File: src/hw/rtl/mac_learning_table_core_defines.svh
// ============================================================================
// mac_learning_table_core assertion macros
// Concurrent check wrappers, compiled out when SYNTHESIS is defined.
// ============================================================================
`ifndef MAC_LEARNING_TABLE_CORE_DEFINES_SVH
`define MAC_LEARNING_TABLE_CORE_DEFINES_SVH

`ifndef SYNTHESIS
// plain property, checked every clock outside reset
`define MLT_ASSERT(name, clk, rst_n, prop) \
    name: assert property (@(posedge clk) disable iff (!rst_n) (prop)) \
        else $error("mac_learning_table_core: assertion failed");
// same-cycle implication
`define MLT_ASSERT_IMP(name, clk, rst_n, ante, cons) \
    name: assert property (@(posedge clk) disable iff (!rst_n) (ante) |-> (cons)) \
        else $error("mac_learning_table_core: implication failed");
// next-cycle implication
`define MLT_ASSERT_NXT(name, clk, rst_n, ante, cons) \
    name: assert property (@(posedge clk) disable iff (!rst_n) (ante) |=> (cons)) \
        else $error("mac_learning_table_core: next-cycle implication failed");
`else
`define MLT_ASSERT(name, clk, rst_n, prop)
`define MLT_ASSERT_IMP(name, clk, rst_n, ante, cons)
`define MLT_ASSERT_NXT(name, clk, rst_n, ante, cons)
`endif

`endif

File: src/hw/rtl/mlt_pkg.sv
// ============================================================================
// mlt_pkg
// Shared types and constants of the MAC learning table.
// ============================================================================
`timescale 1ns / 1ps

package mlt_pkg;

    localparam int MAC_W      = 48;
    localparam int STAMP_W    = 32;
    localparam int LIMIT_W    = 7;
    localparam int CFG_DATA_W = 32;
    localparam int CFG_IDX_W  = 1;

    localparam logic [LIMIT_W-1:0] LIMIT_RESET    = 7'd64;
    localparam logic [STAMP_W-1:0] LIFETIME_RESET = 32'd300;

    // configuration register indexes
    localparam logic [CFG_IDX_W-1:0] REG_TABLE_LIMIT    = 1'd0;
    localparam logic [CFG_IDX_W-1:0] REG_ENTRY_LIFETIME = 1'd1;

    typedef struct packed {
        logic [MAC_W-1:0]   src_mac;
        logic [MAC_W-1:0]   dst_mac;
        logic               in_port;
        logic [STAMP_W-1:0] now;
    } t_item;

    typedef struct packed {
        logic dest_known;
        logic dest_port;
        logic flood;
    } t_result;

    // word that walks the cell chain; lookup selects the pass
    typedef struct packed {
        logic               lookup;
        logic [MAC_W-1:0]   src_mac;
        logic [MAC_W-1:0]   dst_mac;
        logic               port;
        logic [STAMP_W-1:0] now;
        logic               hit;
        logic               have_min;
        logic [STAMP_W-1:0] min_stamp;
        logic               found;
        logic               fwd;
    } t_tok;

    typedef enum logic [1:0] {
        ST_IDLE,
        ST_LEARN,
        ST_LOOKUP
    } t_state;

endpackage

File: src/hw/rtl/mlt_cell.sv
// ============================================================================
// mlt_cell
// One table entry plus one stage of the scan chain.
// ============================================================================
`timescale 1ns / 1ps

module mlt_cell #(
    parameter int TABLE_DEPTH = 64,
    parameter int CELL_IDX    = 0
) (
    input  logic                                  i_clk,
    input  logic                                  i_rst_n,
    input  logic [$clog2(TABLE_DEPTH+1)-1:0]      i_cnt,
    input  logic [mlt_pkg::STAMP_W-1:0]           i_lifetime,
    input  logic                                  i_vld,
    input  mlt_pkg::t_tok                         i_tok,
    input  logic [((TABLE_DEPTH > 1) ? $clog2(TABLE_DEPTH) : 1)-1:0] i_idx,
    output logic                                  o_vld,
    output mlt_pkg::t_tok                         o_tok,
    output logic [((TABLE_DEPTH > 1) ? $clog2(TABLE_DEPTH) : 1)-1:0] o_idx
);

    localparam int CNT_W = $clog2(TABLE_DEPTH + 1);
    localparam int IDX_W = (TABLE_DEPTH > 1) ? $clog2(TABLE_DEPTH) : 1;
    localparam logic [CNT_W-1:0] MY_POS = CNT_W'(CELL_IDX);
    localparam logic [IDX_W-1:0] MY_IDX = IDX_W'(CELL_IDX);

    // entry storage
    logic [mlt_pkg::MAC_W-1:0]   r_mac;
    logic                        r_port;
    logic [mlt_pkg::STAMP_W-1:0] r_stamp;

    logic                        r_vld;
    mlt_pkg::t_tok               r_tok;
    logic [IDX_W-1:0]            r_idx;

    mlt_pkg::t_tok               n_tok;
    logic [IDX_W-1:0]            n_idx;
    logic                        wr;
    logic                        active;
    logic [mlt_pkg::MAC_W-1:0]   view_mac;
    logic                        view_port;
    logic [mlt_pkg::STAMP_W-1:0] view_stamp;
    logic [mlt_pkg::STAMP_W-1:0] age;

    always_comb begin
        n_tok      = i_tok;
        n_idx      = i_idx;
        wr         = 1'b0;
        active     = (MY_POS < i_cnt);
        view_mac   = r_mac;
        view_port  = r_port;
        view_stamp = r_stamp;
        if (i_vld && i_tok.lookup) begin
            // write of the learned entry lands here before the lookup sees it
            if (i_idx == MY_IDX) begin
                wr         = 1'b1;
                view_mac   = i_tok.src_mac;
                view_port  = i_tok.port;
                view_stamp = i_tok.now;
            end
        end
        age = i_tok.now - view_stamp;
        if (i_vld && active) begin
            if (!i_tok.lookup) begin
                if (!i_tok.hit) begin
                    if (r_mac == i_tok.src_mac) begin
                        n_tok.hit = 1'b1;
                        n_idx     = MY_IDX;
                    end else if (!i_tok.have_min || (r_stamp < i_tok.min_stamp)) begin
                        n_tok.have_min  = 1'b1;
                        n_tok.min_stamp = r_stamp;
                        n_idx           = MY_IDX;
                    end
                end
            end else begin
                if (!i_tok.found && (view_mac == i_tok.dst_mac) && (age < i_lifetime)) begin
                    n_tok.found = 1'b1;
                    n_tok.fwd   = view_port;
                end
            end
        end
    end

    always_ff @(posedge i_clk) begin
        if (wr) begin
            r_mac   <= i_tok.src_mac;
            r_port  <= i_tok.port;
            r_stamp <= i_tok.now;
        end
    end

    always_ff @(posedge i_clk) begin
        if (!i_rst_n) begin
            r_vld <= 1'b0;
        end else begin
            r_vld <= i_vld;
        end
    end

    always_ff @(posedge i_clk) begin
        r_tok <= n_tok;
        r_idx <= n_idx;
    end

    assign o_vld = r_vld;
    assign o_tok = r_tok;
    assign o_idx = r_idx;

endmodule

File: config.mk
export PLATFORM = sky130hd
export DESIGN_NAME = mlt_cell
export DESIGN_NICKNAME = d
export VERILOG_FILES = /design/src/hw/rtl/mac_learning_table_core_defines.svh /design/src/hw/rtl/mlt_pkg.sv /design/src/hw/rtl/mlt_cell.sv
export SDC_FILE = /design/constraint.sdc
export NUM_CORES = 1
export LEC_CHECK = 0
export BUFFER_PORTS_ARGS = -buffer_cell sky130_fd_sc_hd__buf_2
export CAP_MARGIN = 30
export CELL_PAD_IN_SITES_DETAIL_PLACEMENT = 1
export CELL_PAD_IN_SITES_GLOBAL_PLACEMENT = 1
export CORE_MARGIN = 4
export CORE_UTILIZATION = 35
export CTS_CLUSTER_SIZE = 40
export DETAILED_ROUTE_END_ITERATION = 10
export HOLD_SLACK_MARGIN = 0.06
export PLACE_DENSITY = 0.76
export SLEW_MARGIN = 20
export SYNTH_ARGS = -nofsm -noshare
export SYNTH_HDL_FRONTEND = slang
export SYNTH_SLANG_ARGS = --single-unit
export TNS_END_PERCENT = 10
File: constraint.sdc
create_clock -name i_clk -period 15.75 [get_ports i_clk]
set_input_delay 1.575 -clock i_clk [delete_from_list [all_inputs] [get_ports i_clk]]
set_output_delay 1.575 -clock i_clk [all_outputs]
set_load 0.03 [all_outputs]
==> results of run 1 <==
-- routing by layer --
layer  wire, um  track usage  vias up  share of wire
met4        758       0.0498        4          0.020
met3       2780       0.0470       55          0.073
met5         31            0        -        0.00081
li1           -            -     4484              -
met1      16200        0.259     4554           0.43
met2      18300        0.344      317           0.48
-- power groups by stage --
stage	sequential [mW]	combinational (mW)	clock [mW]
floorplan	0.773	0.0875	0
global placement	0.721	0.236	0
detailed placement	0.722	0.242	0
CTS	0.708	0.244	0.717
global route	0.710	0.263	0.750
finish	0.708	0.242	0.698
-- sequential cells by signal, indices dropped and copies added (netlist names) --
register and flops:
r_stamp 32, o_tok 166, o_idx 6, o_vld 1, r_port 1, r_mac 48
-- critical path: stages --
cell and delay [ps]:
buf_2 110, or4_1 580, or4_4 720, inv_6 590, buf_4 810, mux2i_1 280
ha_1 340, a21o_1 190, a21o_1 180, a2111oi_0 420, nor3b_1 540, o211a_1 230
o2111a_1 260, o31ai_1 80, a21oi_1 180, xnor2_1 140, ha_1 270, a21o_1 160
a211oi_1 350, o21ai_0 140, a311oi_1 260, nand4_1 130, nor4_1 380, o311a_1 260
mux2_1 320
-- logic make-up (layout without fill, tap and decap cells) --
| kind of cell | Yosys count | in the layout | synth area share |
|---|---|---|---|
| compound gates | 192 | 192 | 0.113 |
| xor+xnor | 118 | 118 | 0.0892 |
| fa+ha+maj | 94 | 94 | 0.102 |
| buf+inv | 123 | 548 | 0.0418 |
| flops | 254 | 254 | 0.509 |
| mux | 79 | 79 | 0.0718 |
| simple gates | 160 | 160 | 0.0729 |
-- worst max-delay path by stage --
stage,startpoint,to,depth (start not counted)
finish,i_idx[2],o_tok[0]$_DFF_P_,25
global route,i_idx[2],o_tok[0]$_DFF_P_,24
CTS,i_idx[2],o_tok[0]$_DFF_P_,24
detailed placement,i_idx[2],o_tok[0]$_DFF_P_,24
global placement,i_idx[2],o_tok[0]$_DFF_P_,25
floorplan,i_idx[2],o_tok[0]$_DFF_P_,24
-- layout make-up --
cell class | instances | area [um2] | share of cell area
flip-flops and latches | 254 | 5900 | 0.392
repair buffers | 388 | 1970 | 0.131
clock inverters | 7 | 77.6 | 0.00515
well taps | 442 | 553 | 0.0367
multi-input cells | 643 | 5220 | 0.347
clock buffers | 47 | 938 | 0.0624
inverters | 106 | 403 | 0.0268
-- layout by cell type (no fill, tap or decap), drive strengths merged, types with 14 or more instances in the layout --
cell / count
a21oi: 53
nor2: 22
xor2: 33
nand3: 14
mux2i: 46
a21o: 32
edfxtp: 81
o21ai: 24
xnor2: 85
dfxtp: 173
clkbuf: 47
inv: 108
buf: 388
nand2: 37
ha: 93
mux2: 33
nand4: 31
==> summary.txt, run 1 <==
Hold_buf cts = 0
Seq/Total Area, Yosys = 0.509
Post-CTS Setup Bufs = 0
DPL Wire Length = 30800 um
Cell total after placement = 1833
Top-area cell type share of the netlist area = 0.299
Dpl ws = 5970 ps
CP Capture Type = flop
Peak supply drop = 0.0000759 V
CP Launch Type = input pin
Vias in the first global route = 10.1k
Worst reg2reg setup slack = 10210 ps
Core ar. = 0.0326 mm2
EDFF count, synth = 81
P_int = 1.22 mW
DRC = 0
# setup viols final = 0
Root buffer cell = clkbuf_16
H-tree depth = 1
Maximum fanout along the worst path = 78
Post-Syn Instances = 1020
Starting DRT DRC Count = 441
Main synth FF type = dfxtp_1
Max_cap viols = 0
DP Area = 0.0140 mm2
Power, Total = 1.65 mW
Pwr per Cell Area = 109 mW/mm2
Psw = 0.433 mW
Sequential power share = 0.429
IO Count = 387
Fillcell total = 3672
Synth area leader = dfxtp_1
Clk Latency, worst-skew pair = 560 ps
Reg2Reg Depth = 20
Full die area = 0.0361 mm2
RR Startpoint = r_stamp[11]$_DFFE_PP_
Least-Margin Pin Slew = 934 ps
GPL Wtd Cong = 0.892
DRT antenna net count = 0
Max clock buf depth = 3
Initial antenna violation count = 2
Pin count of the biggest net entering global routing = 79
Global-route wire length before repair = 57000 um
PortBufs = 386
Worst hold stages = 1
Setup_tns = 0 ps
Synth warn = 0
CTS tree = done
Via density = 4.99
DIE HEIGHT = 190 um
Reg clk slew, reported paths = 60 ps
Fin. Hold Viols = 0
Final Util = 0.461
Antenna diode count = 0
Mapped cell area = 0.0116 mm2
Req. time, crit path = 16190 ps
Hold_ws = 546 ps
Starting Density = 0.355
Drt first pass iters = 5
Design area = 0.0150 mm2
Area Overhead vs Synth = 29.9%
Final WS setup = 6590 ps
Combinational power share = 0.147
Unrepaired setup endpoints after global routing = false
Cell row count = 66
WL/cell = 20.2 um
Cell variety after synth = 61
Sw Share = 0.263
Clock group share of total power = 0.424
Pins Over Slew Limit = 0
Share of cells above drive strength 1 = 0.325
Clk sinks = 254
Critical path class = input pin to flop
Hold endpoint = o_tok[2]$_DFF_P_
Crit path DAT = 9600 ps
Ys async rst share = 0
Fmax = 109 MHz
P_leak = 6.83 nW
Non-Filler Instances = 1887
Tcrit/Tclk final = 0.582
Synth area leaders = dfxtp_1, edfxtp_1, ha_1
# nets final = 1730
CTS buffer count = 29
Min Tclk post-route = 9160 ps
Detailed-route via count = 9414
Grt total ovfl = 0
Resized Gates After CTS = 0
R2R Path End = o_tok[0]$_DFF_P_
Final WL = 38100 um
Syn Nets = 1328
Most instantiated library cell after synthesis = dfxtp_1
Clock Skew = 12.4 ps
Hold Crit Class = flop to flop
Slew HR = 0.369
#FFs+latches synth = 254
Syn avg cell area = 11.4 um2
Post-synth top cells = dfxtp_1, inv_1, ha_1, xnor2_1, edfxtp_1
HP Start = r_stamp[0]$_DFFE_PP_
Status = completed
Die X-Extent = 190 um
Tot GR Track Use = 0.201
Note: power is estimated with default switching activity, not from simulation.
==> run 2, diff against run 1 <==
PLACE_DENSITY = 0.79   (was 0.76)
clock period = 7.33 ns   (was 15.75 ns; I/O delays follow)
==> summary.txt, run 2 (synthesis gave the netlist of run 1 again) <==
Clock group share of total power = 0.426 (+0.002)
IO Count = 387 (unchanged)
Sequential power share = 0.426 (-0.003)
Tot GR Track Use = 0.212 (+0.0109)
Crit path DAT = 7150 ps (-2450 ps)
CP Capture Type = flop
Initial antenna violation count = 6 (+4)
Fillcell total = 3764 (+2.5%)
CTS tree = done
DRC = 0 (unchanged)
Hold endpoint = o_tok[96]$_DFF_P_
Drt first pass iters = 5 (unchanged)
HP Start = i_tok[96]
Maximum fanout along the worst path = 25 (-68%)
Pwr per Cell Area = 235 mW/mm2 (+120%)
WL/cell = 20.9 um (+3.6%)
Starting Density = 0.355 (unchanged)
DRT antenna net count = 0 (unchanged)
Slew HR = 0.500 (+0.130)
Setup_tns = 0 ps (unchanged)
Tcrit/Tclk final = 0.915
Least-Margin Pin Slew = 732 ps (-202 ps)
Core ar. = 0.0326 mm2 (unchanged)
DIE HEIGHT = 190 um (unchanged)
GPL Wtd Cong = 0.891 (-0.11%)
Unrepaired setup endpoints after global routing = false
Worst reg2reg setup slack = 1830 ps (-8380 ps)
Reg clk slew, reported paths = 60 ps (about the same)
Share of cells above drive strength 1 = 0.334 (+0.00876)
Pin count of the biggest net entering global routing = 40 (-49%)
Req. time, crit path = 7780 ps (-8410 ps)
Peak supply drop = 0.000192 V (+150%)
P_int = 2.60 mW (+110%)
Most frequent cells in the layout = buf_2, dfxtp_1, inv_1, ha_1, xnor2_1
Max reg flops = 166 (unchanged)
Post-CTS Setup Bufs = 0 (unchanged)
Fin. Hold Viols = 0 (unchanged)
Psw = 0.966 mW (+120%)
Hold Crit Class = input pin to flop
P_leak = 6.88 nW (+0.79%)
Reg2Reg Depth = 23 (+15%)
Vias in the first global route = 10.2k (+1.2%)
Via density = 5.00 (+0.17%)
Fmax = 149 MHz
PortBufs = 386 (unchanged)
Min Tclk post-route = 6700 ps
Pins Over Slew Limit = 0 (unchanged)
R2R Path End = o_tok[0]$_DFF_P_
Clk Latency, worst-skew pair = 560 ps (about the same)
Grt total ovfl = 0 (unchanged)
Status = completed
Global-route wire length before repair = 59600 um (+4.5%)
Clk sinks = 254 (unchanged)
Hold_buf cts = 0 (unchanged)
CTS buffer count = 29 (unchanged)
Resized Gates After CTS = 0 (unchanged)
Design area = 0.0151 mm2 (+0.60%)
Critical path class = input pin to flop
# nets final = 1740 (+0.58%)
Hold_ws = 284 ps (-262 ps)
Max_cap viols = 0 (unchanged)
Detailed-route via count = 9500 (+0.91%)
Combinational power share = 0.148 (about the same)
Die X-Extent = 190 um (unchanged)
Area Overhead vs Synth = 30.7%
Clock Skew = 7.29 ps (-5.10 ps)
Max clock buf depth = 3 (unchanged)
RR Startpoint = r_stamp[0]$_DFFE_PP_
Starting DRT DRC Count = 585 (+33%)
H-tree depth = 1 (unchanged)
# setup viols final = 0 (unchanged)
Commonest non-fill, non-tap cell in the layout = buf_2
Final WL = 39800 um (+4.4%)
DP Area = 0.0141 mm2 (+0.54%)
Worst hold stages = 1 (unchanged)
CP Launch Type = input pin
Full die area = 0.0361 mm2 (unchanged)
DPL Wire Length = 31800 um (+3.3%)
Root buffer cell = clkbuf_16
Cell row count = 66 (unchanged)
Sw Share = 0.271 (+0.00823)
==> run 2: cell types whose count changed in the layout (fill, tap and decap cells not counted), moves of 2 or more <==
| cell | change |
|---|---|
| clkbuf_16 | -2 |
| clkinvlp_4 | +2 |
| clkinv_4 | +2 |
| diode_2 | +4 |
| buf_4 | +8 |
| clkinv_2 | +2 |
| clkbuf_1 | -5 |
==> run 2: how the worst max path moves through the flow <==
stage                     startpoint               end  cells after the start
after floorplan             i_idx[2]  o_tok[0]$_DFF_P_                     24
after global placement      i_idx[2]  o_tok[0]$_DFF_P_                     24
after detailed placement    i_idx[2]  o_tok[0]$_DFF_P_                     25
after CTS                   i_idx[2]  o_tok[0]$_DFF_P_                     25
after global routing        i_idx[2]  o_tok[0]$_DFF_P_                     25
final                       i_idx[2]  o_tok[0]$_DFF_P_                     25
==> run 2: critical path, stage by stage <==
cell and delay (ps):
buf_2 110, or4_1 590, or4_4 610, inv_6 250
mux2i_1 230, ha_1 330, a21o_1 190, a21o_1 180
a2111oi_0 400, nor3b_1 300, buf_4 190, o211a_1 160
o2111a_1 270, o31ai_1 90, a21oi_1 180, xnor2_1 150
ha_1 270, a21o_1 160, a211oi_1 350, o21ai_0 150
a311oi_1 260, nand4_1 120, nor4_1 320, o311a_1 250
mux2_1 320
==> run 2: per-layer routing <==
layer,wire (um),up-vias,GRT usage,share of wire
li1,-,4520,-,-
met1,16400,4564,0.265,0.41
met2,19600,349,0.370,0.49
met3,2580,63,0.0418,0.065
met4,1130,4,0.0676,0.028
met5,27,-,0,0.00068
==> run 2: power by group through the flow <==
| stage | logic [mW] | clock network [mW] | registers [mW] |
|---|---|---|---|
| after floorplan | 0.188 | 0 | 1.66 |
| after global placement | 0.509 | 0 | 1.55 |
| after detailed placement | 0.524 | 0 | 1.55 |
| after CTS | 0.531 | 1.56 | 1.52 |
| after global routing | 0.573 | 1.63 | 1.52 |
| final | 0.528 | 1.52 | 1.52 |
==> run 2: final cells by class <==
cell class	count	area [um2]	area share
flip-flops and latches	254	5900	0.389
multi-input cells	643	5220	0.344
repair buffers	398	2040	0.135
clock buffers	39	856	0.0565
well taps	442	553	0.0365
inverters	106	403	0.0266
clock inverters	15	164	0.0108
diodes	4	10.0	0.000661
==> run 2: metrics by stage <==
step | std cells | power [mW] | util | setup WS [ps]
after floorplan | 1020 | 1.85 | - | 431
after global placement | 1840 | 2.06 | 0.431 | 247
after detailed placement | 1843 | 2.07 | 0.433 | 92.5
after CTS | 1897 | 3.61 | 0.464 | 660
after global routing | 1901 | 3.72 | 0.464 | 66.2
final | 1901 | 3.56 | 0.464 | 625
